<file path="config.mk">
export PLATFORM = sky130hd
export DESIGN_NAME = ldpc_bit_flip_decoder
export DESIGN_NICKNAME = d
export VERILOG_FILES = /design/src/rtl/lbfd_pkg.sv /design/src/rtl/lbfd_cell.sv /design/src/rtl/ldpc_bit_flip_decoder.sv
export SDC_FILE = /design/constraint.sdc
export NUM_CORES = 1
export LEC_CHECK = 0
export ABC_AREA = 1
export BUFFER_PORTS_ARGS = -buffer_cell sky130_fd_sc_hd__buf_4
export CORE_MARGIN = 3
export CORE_UTILIZATION = 50
export DETAILED_ROUTE_END_ITERATION = 10
export GPL_ROUTABILITY_DRIVEN = 0
export PLACE_DENSITY_LB_ADDON = 0.08
export SYNTH_ARGS = -nofsm -noshare
export SYNTH_HDL_FRONTEND = slang
export SYNTH_SLANG_ARGS = --single-unit
</file>
<file path="constraint.sdc">
create_clock -name i_clk -period 8.1 [get_ports i_clk]
set_input_delay 0.405 -clock i_clk [delete_from_list [all_inputs] [get_ports i_clk]]
set_output_delay 0.405 -clock i_clk [all_outputs]
set_load 0.02 [all_outputs]
</file>
<file path="src/rtl/lbfd_pkg.sv">
// lbfd_pkg: shared constants, types and register codes of the LDPC bit-flipping decoder.
// Used by lbfd_cell and ldpc_bit_flip_decoder; depends on nothing.
package lbfd_pkg;

    localparam int CODE_BITS    = 15;
    localparam int CHECK_COUNT  = 9;
    localparam int MAX_ROUNDS   = 15;
    localparam int ROWS_PER_REG = 3;
    localparam int ROW_REGS     = 3;
    localparam int ROW_REG_W    = 45;
    localparam int THR_W        = 4;
    localparam int RND_W        = 4;
    localparam int CNT_W        = $clog2(CHECK_COUNT + 1);
    localparam int CHK_W        = $clog2(CHECK_COUNT);
    localparam int CFG_IDX_W    = 3;
    localparam int CFG_DATA_W   = 45;

    localparam logic [CFG_IDX_W-1:0] REG_ROWS_A    = 3'd0;
    localparam logic [CFG_IDX_W-1:0] REG_ROWS_B    = 3'd1;
    localparam logic [CFG_IDX_W-1:0] REG_ROWS_C    = 3'd2;
    localparam logic [CFG_IDX_W-1:0] REG_THRESHOLD = 3'd3;
    localparam logic [CFG_IDX_W-1:0] REG_ROUNDS    = 3'd4;

    localparam logic [ROW_REG_W-1:0] RST_ROWS_A    = 45'd34084892966943;
    localparam logic [ROW_REG_W-1:0] RST_ROWS_B    = 45'd0;
    localparam logic [ROW_REG_W-1:0] RST_ROWS_C    = 45'd0;
    localparam logic [THR_W-1:0]     RST_THRESHOLD = 4'd1;
    localparam logic [RND_W-1:0]     RST_ROUNDS    = 4'd10;
    localparam logic [RND_W-1:0]     ROUND_CAP     = RND_W'(MAX_ROUNDS);

    typedef enum logic [1:0] {
        ST_IDLE,
        ST_RUN,
        ST_DONE
    } t_state;

    typedef struct packed {
        logic load;   // take the received bit, clear the count
        logic acc;    // add this check's failure to the count
        logic apply;  // last check of a round: flip and clear
    } t_cell_ctl;

endpackage

</file>
<file path="src/rtl/lbfd_cell.sv">
// lbfd_cell: one code bit of the decoder: holds the bit and its failed-check count.
// Passes check parity and the any-flip flag to the next cell. Depends on lbfd_pkg.
module lbfd_cell (
    input  logic                     i_clk,
    input  lbfd_pkg::t_cell_ctl      i_ctl,
    input  logic                     i_rx_bit,
    input  logic                     i_row_bit,
    input  logic                     i_fail,
    input  logic [lbfd_pkg::THR_W-1:0] i_thr,
    input  logic                     i_par,
    output logic                     o_par,
    input  logic                     i_any,
    output logic                     o_any,
    output logic                     o_bit
);

    logic                        r_bit;
    logic [lbfd_pkg::CNT_W-1:0]  r_cnt;
    logic [lbfd_pkg::CNT_W-1:0]  n_cnt;
    logic                        w_flip;

    assign n_cnt  = r_cnt + lbfd_pkg::CNT_W'(i_row_bit & i_fail);
    assign w_flip = i_ctl.apply & (n_cnt > lbfd_pkg::CNT_W'(i_thr));
    assign o_par  = i_par ^ (i_row_bit & r_bit);
    assign o_any  = i_any | w_flip;
    assign o_bit  = r_bit;

    always_ff @(posedge i_clk) begin
        if (i_ctl.load) begin
            r_bit <= i_rx_bit;
            r_cnt <= '0;
        end else if (i_ctl.apply) begin
            r_bit <= r_bit ^ w_flip;
            r_cnt <= '0;
        end else if (i_ctl.acc) begin
            r_cnt <= n_cnt;
        end
    end

endmodule

</file>
<file path="src/rtl/ldpc_bit_flip_decoder.sv">
// ldpc_bit_flip_decoder: hard-decision LDPC bit-flipping decoder, top level.
// Depends on lbfd_pkg and lbfd_cell (one cell per code bit).
//
// Usage:
//   Input: drive i_received_word and pulse i_start while o_busy is low; the
//   item is taken at that clock edge and o_busy rises on the next cycle.
//   Output: o_valid is high for exactly one cycle with o_decoded_word; the
//   receiver has no way to stall and must take it then.
//   Config: i_cfg_we, i_cfg_index, i_cfg_data write a register at the edge
//   (0..2 check rows, 3 flip threshold, 4 round limit); other indexes are
//   ignored. Write only while o_busy is low.
// Operation:
//   Each round sweeps the CHECK_COUNT (9) checks one per cycle through the cell
//   row. Rounds run until one makes no flips or the round limit is reached;
//   o_valid is then raised from ST_DONE, and the next item is taken only once
//   the decoder has returned to idle after that.
// Reset:
//   i_rst_n low (synchronous) returns to idle, drops o_valid and loads the
//   register reset values; an item in progress is dropped.
module ldpc_bit_flip_decoder (
    input  logic                               i_clk,
    input  logic                               i_rst_n,
    input  logic                               i_start,
    output logic                               o_busy,
    input  logic [lbfd_pkg::CODE_BITS-1:0]     i_received_word,
    output logic                               o_valid,
    output logic [lbfd_pkg::CODE_BITS-1:0]     o_decoded_word,
    input  logic                               i_cfg_we,
    input  logic [lbfd_pkg::CFG_IDX_W-1:0]     i_cfg_index,
    input  logic [lbfd_pkg::CFG_DATA_W-1:0]    i_cfg_data
);

    logic [lbfd_pkg::ROW_REG_W-1:0] r_rows [lbfd_pkg::ROW_REGS];
    logic [lbfd_pkg::THR_W-1:0]     r_thr;
    logic [lbfd_pkg::RND_W-1:0]     r_limit;

    lbfd_pkg::t_state               r_state, n_state;
    logic [lbfd_pkg::CHK_W-1:0]     r_chk, n_chk;
    logic [lbfd_pkg::RND_W-1:0]     r_round, n_round;
    logic [lbfd_pkg::RND_W-1:0]     w_limit;
    lbfd_pkg::t_cell_ctl            w_ctl;

    logic [lbfd_pkg::CODE_BITS-1:0] w_rows [lbfd_pkg::CHECK_COUNT];
    logic [lbfd_pkg::CODE_BITS-1:0] w_row;
    logic [lbfd_pkg::CODE_BITS:0]   w_par;
    logic [lbfd_pkg::CODE_BITS:0]   w_any;
    logic [lbfd_pkg::CODE_BITS-1:0] w_word;

    // configuration registers
    always_ff @(posedge i_clk) begin
        if (!i_rst_n) begin
            r_rows[0] <= lbfd_pkg::RST_ROWS_A;
            r_rows[1] <= lbfd_pkg::RST_ROWS_B;
            r_rows[2] <= lbfd_pkg::RST_ROWS_C;
            r_thr     <= lbfd_pkg::RST_THRESHOLD;
            r_limit   <= lbfd_pkg::RST_ROUNDS;
        end else if (i_cfg_we) begin
            unique case (i_cfg_index)
                lbfd_pkg::REG_ROWS_A:    r_rows[0] <= i_cfg_data[lbfd_pkg::ROW_REG_W-1:0];
                lbfd_pkg::REG_ROWS_B:    r_rows[1] <= i_cfg_data[lbfd_pkg::ROW_REG_W-1:0];
                lbfd_pkg::REG_ROWS_C:    r_rows[2] <= i_cfg_data[lbfd_pkg::ROW_REG_W-1:0];
                lbfd_pkg::REG_THRESHOLD: r_thr     <= i_cfg_data[lbfd_pkg::THR_W-1:0];
                lbfd_pkg::REG_ROUNDS:    r_limit   <= i_cfg_data[lbfd_pkg::RND_W-1:0];
                default: ;
            endcase
        end
    end

    assign w_limit = (r_limit > lbfd_pkg::ROUND_CAP) ? lbfd_pkg::ROUND_CAP : r_limit;

    // unpack check rows
    for (genvar r = 0; r < lbfd_pkg::CHECK_COUNT; r++) begin : g_rows
        assign w_rows[r] = r_rows[r / lbfd_pkg::ROWS_PER_REG]
            [(r % lbfd_pkg::ROWS_PER_REG) * lbfd_pkg::CODE_BITS +: lbfd_pkg::CODE_BITS];
    end
    assign w_row = w_rows[r_chk];

    // cell row
    assign w_par[0] = 1'b0;
    assign w_any[0] = 1'b0;
    for (genvar b = 0; b < lbfd_pkg::CODE_BITS; b++) begin : g_cells
        lbfd_cell u_cell (
            .i_clk     (i_clk),
            .i_ctl     (w_ctl),
            .i_rx_bit  (i_received_word[b]),
            .i_row_bit (w_row[b]),
            .i_fail    (w_par[lbfd_pkg::CODE_BITS]),
            .i_thr     (r_thr),
            .i_par     (w_par[b]),
            .o_par     (w_par[b+1]),
            .i_any     (w_any[b]),
            .o_any     (w_any[b+1]),
            .o_bit     (w_word[b])
        );
    end

    // sequencer
    always_ff @(posedge i_clk) begin
        if (!i_rst_n) begin
            r_state <= lbfd_pkg::ST_IDLE;
            r_chk   <= '0;
            r_round <= '0;
        end else begin
            r_state <= n_state;
            r_chk   <= n_chk;
            r_round <= n_round;
        end
    end

    always_comb begin
        n_state        = r_state;
        n_chk          = r_chk;
        n_round        = r_round;
        w_ctl          = '0;
        o_busy         = 1'b1;
        o_valid        = 1'b0;
        unique case (r_state)
            lbfd_pkg::ST_IDLE: begin
                o_busy = 1'b0;
                if (i_start) begin
                    w_ctl.load = 1'b1;
                    n_chk      = '0;
                    n_round    = '0;
                    n_state    = (w_limit == '0) ? lbfd_pkg::ST_DONE : lbfd_pkg::ST_RUN;
                end
            end
            lbfd_pkg::ST_RUN: begin
                w_ctl.acc = 1'b1;
                if (r_chk == lbfd_pkg::CHK_W'(lbfd_pkg::CHECK_COUNT - 1)) begin
                    w_ctl.apply = 1'b1;
                    n_chk       = '0;
                    n_round     = r_round + lbfd_pkg::RND_W'(1);
                    if (!w_any[lbfd_pkg::CODE_BITS] || n_round == w_limit) begin
                        n_state = lbfd_pkg::ST_DONE;
                    end
                end else begin
                    n_chk = r_chk + lbfd_pkg::CHK_W'(1);
                end
            end
            lbfd_pkg::ST_DONE: begin
                o_valid = 1'b1;
                n_state = lbfd_pkg::ST_IDLE;
            end
            default: n_state = lbfd_pkg::ST_IDLE;
        endcase
    end

    assign o_decoded_word = w_word;

`ifndef ASSERT_OFF
    a_strobe_single: assert property (@(posedge i_clk) disable iff (!i_rst_n)
        o_valid |=> !o_valid)
        else $error("result strobe longer than one cycle");
    a_start_busy: assert property (@(posedge i_clk) disable iff (!i_rst_n)
        (i_start && !o_busy) |=> o_busy)
        else $error("accepted item did not raise busy");
    a_chk_range: assert property (@(posedge i_clk) disable iff (!i_rst_n)
        r_chk <= lbfd_pkg::CHK_W'(lbfd_pkg::CHECK_COUNT - 1))
        else $error("check index out of range");
    a_round_range: assert property (@(posedge i_clk) disable iff (!i_rst_n)
        (r_state == lbfd_pkg::ST_RUN) |-> (r_round < w_limit))
        else $error("round count past limit");
    a_valid_follows_work: assert property (@(posedge i_clk) disable iff (!i_rst_n)
        o_valid |-> ($past(r_state) == lbfd_pkg::ST_RUN || $past(r_state) == lbfd_pkg::ST_IDLE))
        else $error("result without preceding work");
`endif

endmodule
</file>
* Word-level counts from Yosys, hierarchy flattened
Memories as Yosys holds them, arrays and structs flattened. Index checks and enable logic that the tools add are counted.
Cells by class: $add $sub $neg 17, magnitude comparators 17, equal/unequal tests 11, muxes and demuxes 66, bitwise gates (word level) 92, reduce and logical (&&, ||, !) cells 13
Operators by type and width (number):
- $mux 45 | 3
- $add 4x4->4 | 15
- $bmux 15 s4 | 1
- $gt 4x4->1 | 15
- $mux 1 | 48
- $and 1x1->1 | 45
- $mux 15 | 2
- $xor 1x1->1 | 29
- $or 1x1->1 | 17
- $mux 4 | 4
- $pmux 4 s2 | 2
- $mux 2 | 5
- $add 4x1->4 const B | 2
- $eq 3x2->1 const B | 2
- $ne 2x2->1 const B | 3
- $reduce_and 2->1 | 3
- $reduce_and 3->1 | 2
- $ge 5x5->1 const B | 1
- $not 4->5 | 1
- $eq 4x4->1 | 1
- $eq 4x4->1 const B | 1
- $gt 4x4->1 const B | 1
- $logic_not 4->1 | 1
- $pmux 2 s2 | 1
- other kinds (10) | 11
Storage, ports and cells: register bits 93, bits in writable memories 135, bits of input ports 67, word-level logic and storage cells 252, memories kept 1
Memory list:
- r_rows | words 3, bits a word 45, read ports 3, clocked after memory_dff 0, wr ports 3, RTL line ldpc_bit_flip_decoder.sv:33 | logic [lbfd_pkg::ROW_REG_W-1:0] r_rows [lbfd_pkg::ROW_REGS];

* Logic depth before layout (Yosys ltp)
word-level depth 42, depth in mapped cells 38, mapped depth without buffers 36

* Hierarchy
Synthesis repeated with hierarchy kept, for this count alone.
Second synthesis, totals: cell total of the unflattened synthesis 1527, area total of the unflattened synthesis 12771.0 µm²
Modules (own cells, without submodules):
- ldpc_bit_flip_decoder | instances 1, cells an instance 627, area an instance 6727.7 µm², seq. area each 4414.2 µm²
- lbfd_cell | instances 15, cells an instance 60, area an instance 402.9 µm², seq. area each 110.1 µm²

* Worst setup path after synthesis
OpenSTA, ideal clock, no wires.
path kind input to register, start point input i_cfg_we, end point memory r_rows[0][100] (netlist name) (enable), arrival 4.011 ns, path slack 3.574 ns, stages 4, path through inv_1 nor2_1 inv_1 o31ai_1
RTL lines:
- start: declaration | RTL line ldpc_bit_flip_decoder.sv:28 | input logic i_cfg_we,
- end: declaration | RTL line ldpc_bit_flip_decoder.sv:33

* Worst setup path after layout
start point register r_chk[0] (netlist name), end point register r_state[0]
Between the ends: elaborated cells on any way between the ends 115, those cells by class 15 x add/sub; 15 x order compare; 3 x eq/ne; 5 x mux; 74 x bitwise; 3 x reduce/logical
RTL lines:
- start: declaration | RTL line ldpc_bit_flip_decoder.sv:38 | logic [lbfd_pkg::CHK_W-1:0] r_chk, n_chk;
- start signal: assignment | RTL line ldpc_bit_flip_decoder.sv:105 | r_chk <= n_chk;
- $not 4->5 (implied by the code) * | RTL line ldpc_bit_flip_decoder.sv:76 | assign w_row = w_rows[r_chk];
- $bmux 15 s4 * | RTL line ldpc_bit_flip_decoder.sv:76
- $mux 15 (implied by the code) * (2 in series) | RTL line ldpc_bit_flip_decoder.sv:76
- $and 1x1->1 | RTL line lbfd_cell.sv:24 | assign o_par = i_par ^ (i_row_bit & r_bit);
- $xor 1x1->1 (14 in series) | RTL line lbfd_cell.sv:24
- $and 1x1->1 * | RTL line lbfd_cell.sv:22 | assign n_cnt = r_cnt + lbfd_pkg::CNT_W'(i_row_bit & i_fail);
- $add 4x4->4 * | RTL line lbfd_cell.sv:22
- net g_cells[12].u_cell.n_cnt (one bit) | RTL line lbfd_cell.sv:19 | logic [lbfd_pkg::CNT_W-1:0] n_cnt;
- $gt 4x4->1 * | RTL line lbfd_cell.sv:23 | assign w_flip = i_ctl.apply & (n_cnt > lbfd_pkg::CNT_W'(i_thr));
- $and 1x1->1 * | RTL line lbfd_cell.sv:23
- $or 1x1->1 * (3 in series) | RTL line lbfd_cell.sv:25 | assign o_any = i_any | w_flip;
- $logic_not 1->1 * | RTL line ldpc_bit_flip_decoder.sv:133 | if (!w_any[lbfd_pkg::CODE_BITS] || n_round == w_limit) begin
- $logic_or 1x1->1 * | RTL line ldpc_bit_flip_decoder.sv:133
- $ne 2x2->1 (no source line) *
- $reduce_and 3->1 (no source line) *
- end signal: assignment | RTL line ldpc_bit_flip_decoder.sv:100 | r_state <= lbfd_pkg::ST_IDLE;
- end signal: assignment | RTL line ldpc_bit_flip_decoder.sv:104 | r_state <= n_state;
- end: declaration | RTL line ldpc_bit_flip_decoder.sv:37 | lbfd_pkg::t_state r_state, n_state;
Mark *: on every way through the listed nets, which the timed path passes. The rest lies on a longest branch. The select of a mux whose other input is x is not followed. A chain may end at the register's enable or synchronous reset.

==> metrics.md <==
| Metric | Value |
|---|---|
| Synth Net Count | 1567 |
| Most common cell after layout, fill and taps aside | nand2_1 |
| Post-CTS setup repair buffer count | 0 |
| Layout Nets | around 1600 |
| Switch share | 33.2% |
| Via-per-instance ratio | 5.21 |
| # rows | between 50 and 60 |
| Met2 Wirelength | 13800 um |
| All-layer global routing usage | between 20% and 30% |
| Peak VDD IR | about 0.00014 V |
| Syn_area_per_cell | 8.70 um^2 |
| Cell Pwr Density | 283 nW/um^2 |
| Status | completed |
| Initial Utilization | roughly half |
| TritonCTS clock tree | done |
| Int Power | 0.00263 W |
| Setup crit end kind | register |
| Relative slew slack | 33.9% |
| CORE AREA | 23800 um^2 |
| Yosys cell types | 36 |
| Worst Setup Start Kind | register |
| Worst slew pin tran | 991 ps |
| Global-route wire length before repair | 47600 um |
| CTS Buffer Depth | 3 |
| Netlist Area Pre-Place | 12200 um^2 |
| Most frequent CP cell | nand2_1 |
| 1st-iter DRT viols | ~630 |
| Final Util | about three fifths |
| CP required | 8530 ps |
| Clock share of power | 31.5% |
| Top routing layer in use | met4 |
| Diodes inserted | 0 |
| Register area share after synthesis | 49.5% |
| Pins Over Slew Limit | 0 |
| Final min period | about 5300 ps |
| Largest net degree at the start of global routing | ~70 |
| Maximum clock rate | roughly 0.19 GHz |
| RSZ-0062 raised after global routing | no |
| Final WS setup | between 2000 and 3000 ps |
| Maxcap violations | 0 |
| First-pass iteration count of the detailed router | 5 |
| Routed wire per std cell | 16.1 um |
| Vias | 9368 |
| I/O Buffers | 83 |
| Setup slack after placement | between 2000 and 3000 ps |
| Root Driver | clkbuf_16 |
| DR WL met3 | between 1000 and 1500 um |
| Slowest-stage cell, CP | inv_2 |
| Clk slew on worst S/H paths | 60 ps |
| Worst Path Max Fanout | 59 |
| Final WL | 28900 um |
| Yosys Warn Count | 0 |
| Die Ht | 162 um |
| Setup TNS | 0 ps |
| Combinational share of power | 30.8% |
| H-tree Lvls | 1 |
| Area grow syn2layout | 13.6% |
| Die Area | 26400 um^2 |
| Die Wd | 162 um |
| CTS Sinks | 228 |
| Final HPWL DP | 18800 um |
| Final Hold Vio Count | 0 |
| FF+latch count, synth | about 230 |
| Share of power burned in registers | 37.7% |
| # setup viols final | 0 |
| Resized Gates After CTS | 0 |
| Critical path class | reg -> reg |
| DRC Markers | 0 |
| Arr. time, crit path | roughly 5800 ps |
| Crit share post-route | approximately two thirds |
| Skew final | between 20 and 25 ps |
| Vias in the first global route | 9207 |
| Commonest cells after routing, fill and taps aside | nand2_1, nor2_1, inv_1 |
| Layout cells sized above 1 | between 10% and 20% |
| Sw Pwr | 0.00131 W |
| Max stage delay on crit path | 710 ps |
| Antenna viol nets, final | 0 |
| CTS Hold Bufs | 0 |
| Initial antenna violation count | 0 |
| LEAKAGE | 6.25 nW |
| Clk_lat worst skew | 550 ps |
| GRT overflow | 0 |
| I/O Pins | 84 |
| Post-Syn Instances | approximately 1400 |
| Total CTS buffers | 26 |
| Hold/Removal Path Class | in -> reg |
| Metal-1 WL | roughly 13000 um |
## registers in the layout, summed over array words and instances (netlist names)
signal and count:
g_cells.u_cell.r_cnt 60, r_thr 4, r_limit 4, r_round 4, r_rows 135, g_cells.u_cell.o_bit 15
r_chk 4, r_state 2
## through the flow
stage	hold slack [ps]	instances	power, W	area [um^2]
after global placement	453	1749	0.00268	13000
after global routing	127	1797	0.00424	13900
after floorplan	444	1407	0.00244	12200
after detailed placement	461	1749	0.00272	13000
after CTS	110	1797	0.00396	13900
final	117	1797	0.00393	13900
## cells by family (layout without fill, tap and decap cells)
group | Yosys count | after routing | synth area share, %
xor gates and xnor gates | 50 | 50 | 3.58
buffers and inverters | 244 | 315 | 8.44
AOI/OAI and AO/OA | 207 | 207 | 9.55
and+or+nand+nor | 585 | 585 | 19.4
DFF | 228 | 228 | 49.5
adders and majority gates | 93 | 93 | 9.50
## power groups by stage
stage                     Clock (W)  Combinational [W]  Sequential [W]
after CTS                   0.00125            0.00122         0.00148
after global placement            0            0.00118         0.00150
after floorplan                   0           0.000963         0.00147
final                       0.00124            0.00121         0.00148
after global routing        0.00131            0.00143         0.00150
after detailed placement          0            0.00121         0.00151
## worst paths after layout
kind | slack, ps | startpoint | end | cells after the start
setup / recovery | 2780 | r_chk[0] | r_state[0] | 32
hold reg to reg | 470 | g_cells[13].u_cell.r_cnt[0] | g_cells[13].u_cell.r_cnt[0] | 2
hold / removal | 120 | i_cfg_data[0] | r_thr[0] | 3
setup reg to reg | 2780 | r_chk[0] | r_state[0] | 32
## critical path: cells and delay by family, from the launching register on
kind / cells / cell delay (ps)
xor+xnor: 1 / 200
compound gates: 3 / 380
buf+inv: 5 / 1170
fa+ha+maj: 2 / 470
flops: 1 / 330
simple gates: 21 / 2630
## area by class of cell
type | instances | area [um^2]
multi-input cells | 935 | 5180
flip-flops and latches | 228 | 6070
clock inverters | 14 | 193
inverters | 173 | 649
fillers | 2132 | 9840
clock buffers | 34 | 721
repair buffers | 94 | 706
well taps | 319 | 399
## synth_stat cells (all sizes together)
cell type | count | area, um^2
o211ai | 18 | 135
a21oi | 80 | 400
nor3 | 2 | 10.0
o21ai | 76 | 380
nand3 | 94 | 470
nand4 | 5 | 31.3
a21boi | 6 | 45.0
inv | 172 | 646
nand3b | 3 | 22.5
nand2 | 297 | 1120
o31ai | 1 | 7.51
dfxtp | 78 | 1560
o21bai | 2 | 15.0
ha | 93 | 1160
xor2 | 44 | 385
o221ai | 2 | 17.5
a211oi | 16 | 120
o41ai | 1 | 8.76
or2 | 1 | 6.26
clkinv | 1 | 3.75
nor4 | 1 | 6.26
a21o | 4 | 30.0
clkbuf | 32 | 120
edfxtp | 150 | 4500
o211a | 1 | 10.0
buf | 39 | 264
xnor2 | 6 | 52.6
nor2 | 182 | 711
## layer usage
layer | up-vias | track usage, %
li1 | 4729 | -
met1 | 4391 | 30.5
met2 | 206 | 38.3
met3 | 42 | 2.52
met4 | 0 | 4.85
met5 | - | 0
Note: power is estimated with default switching activity, not from simulation.
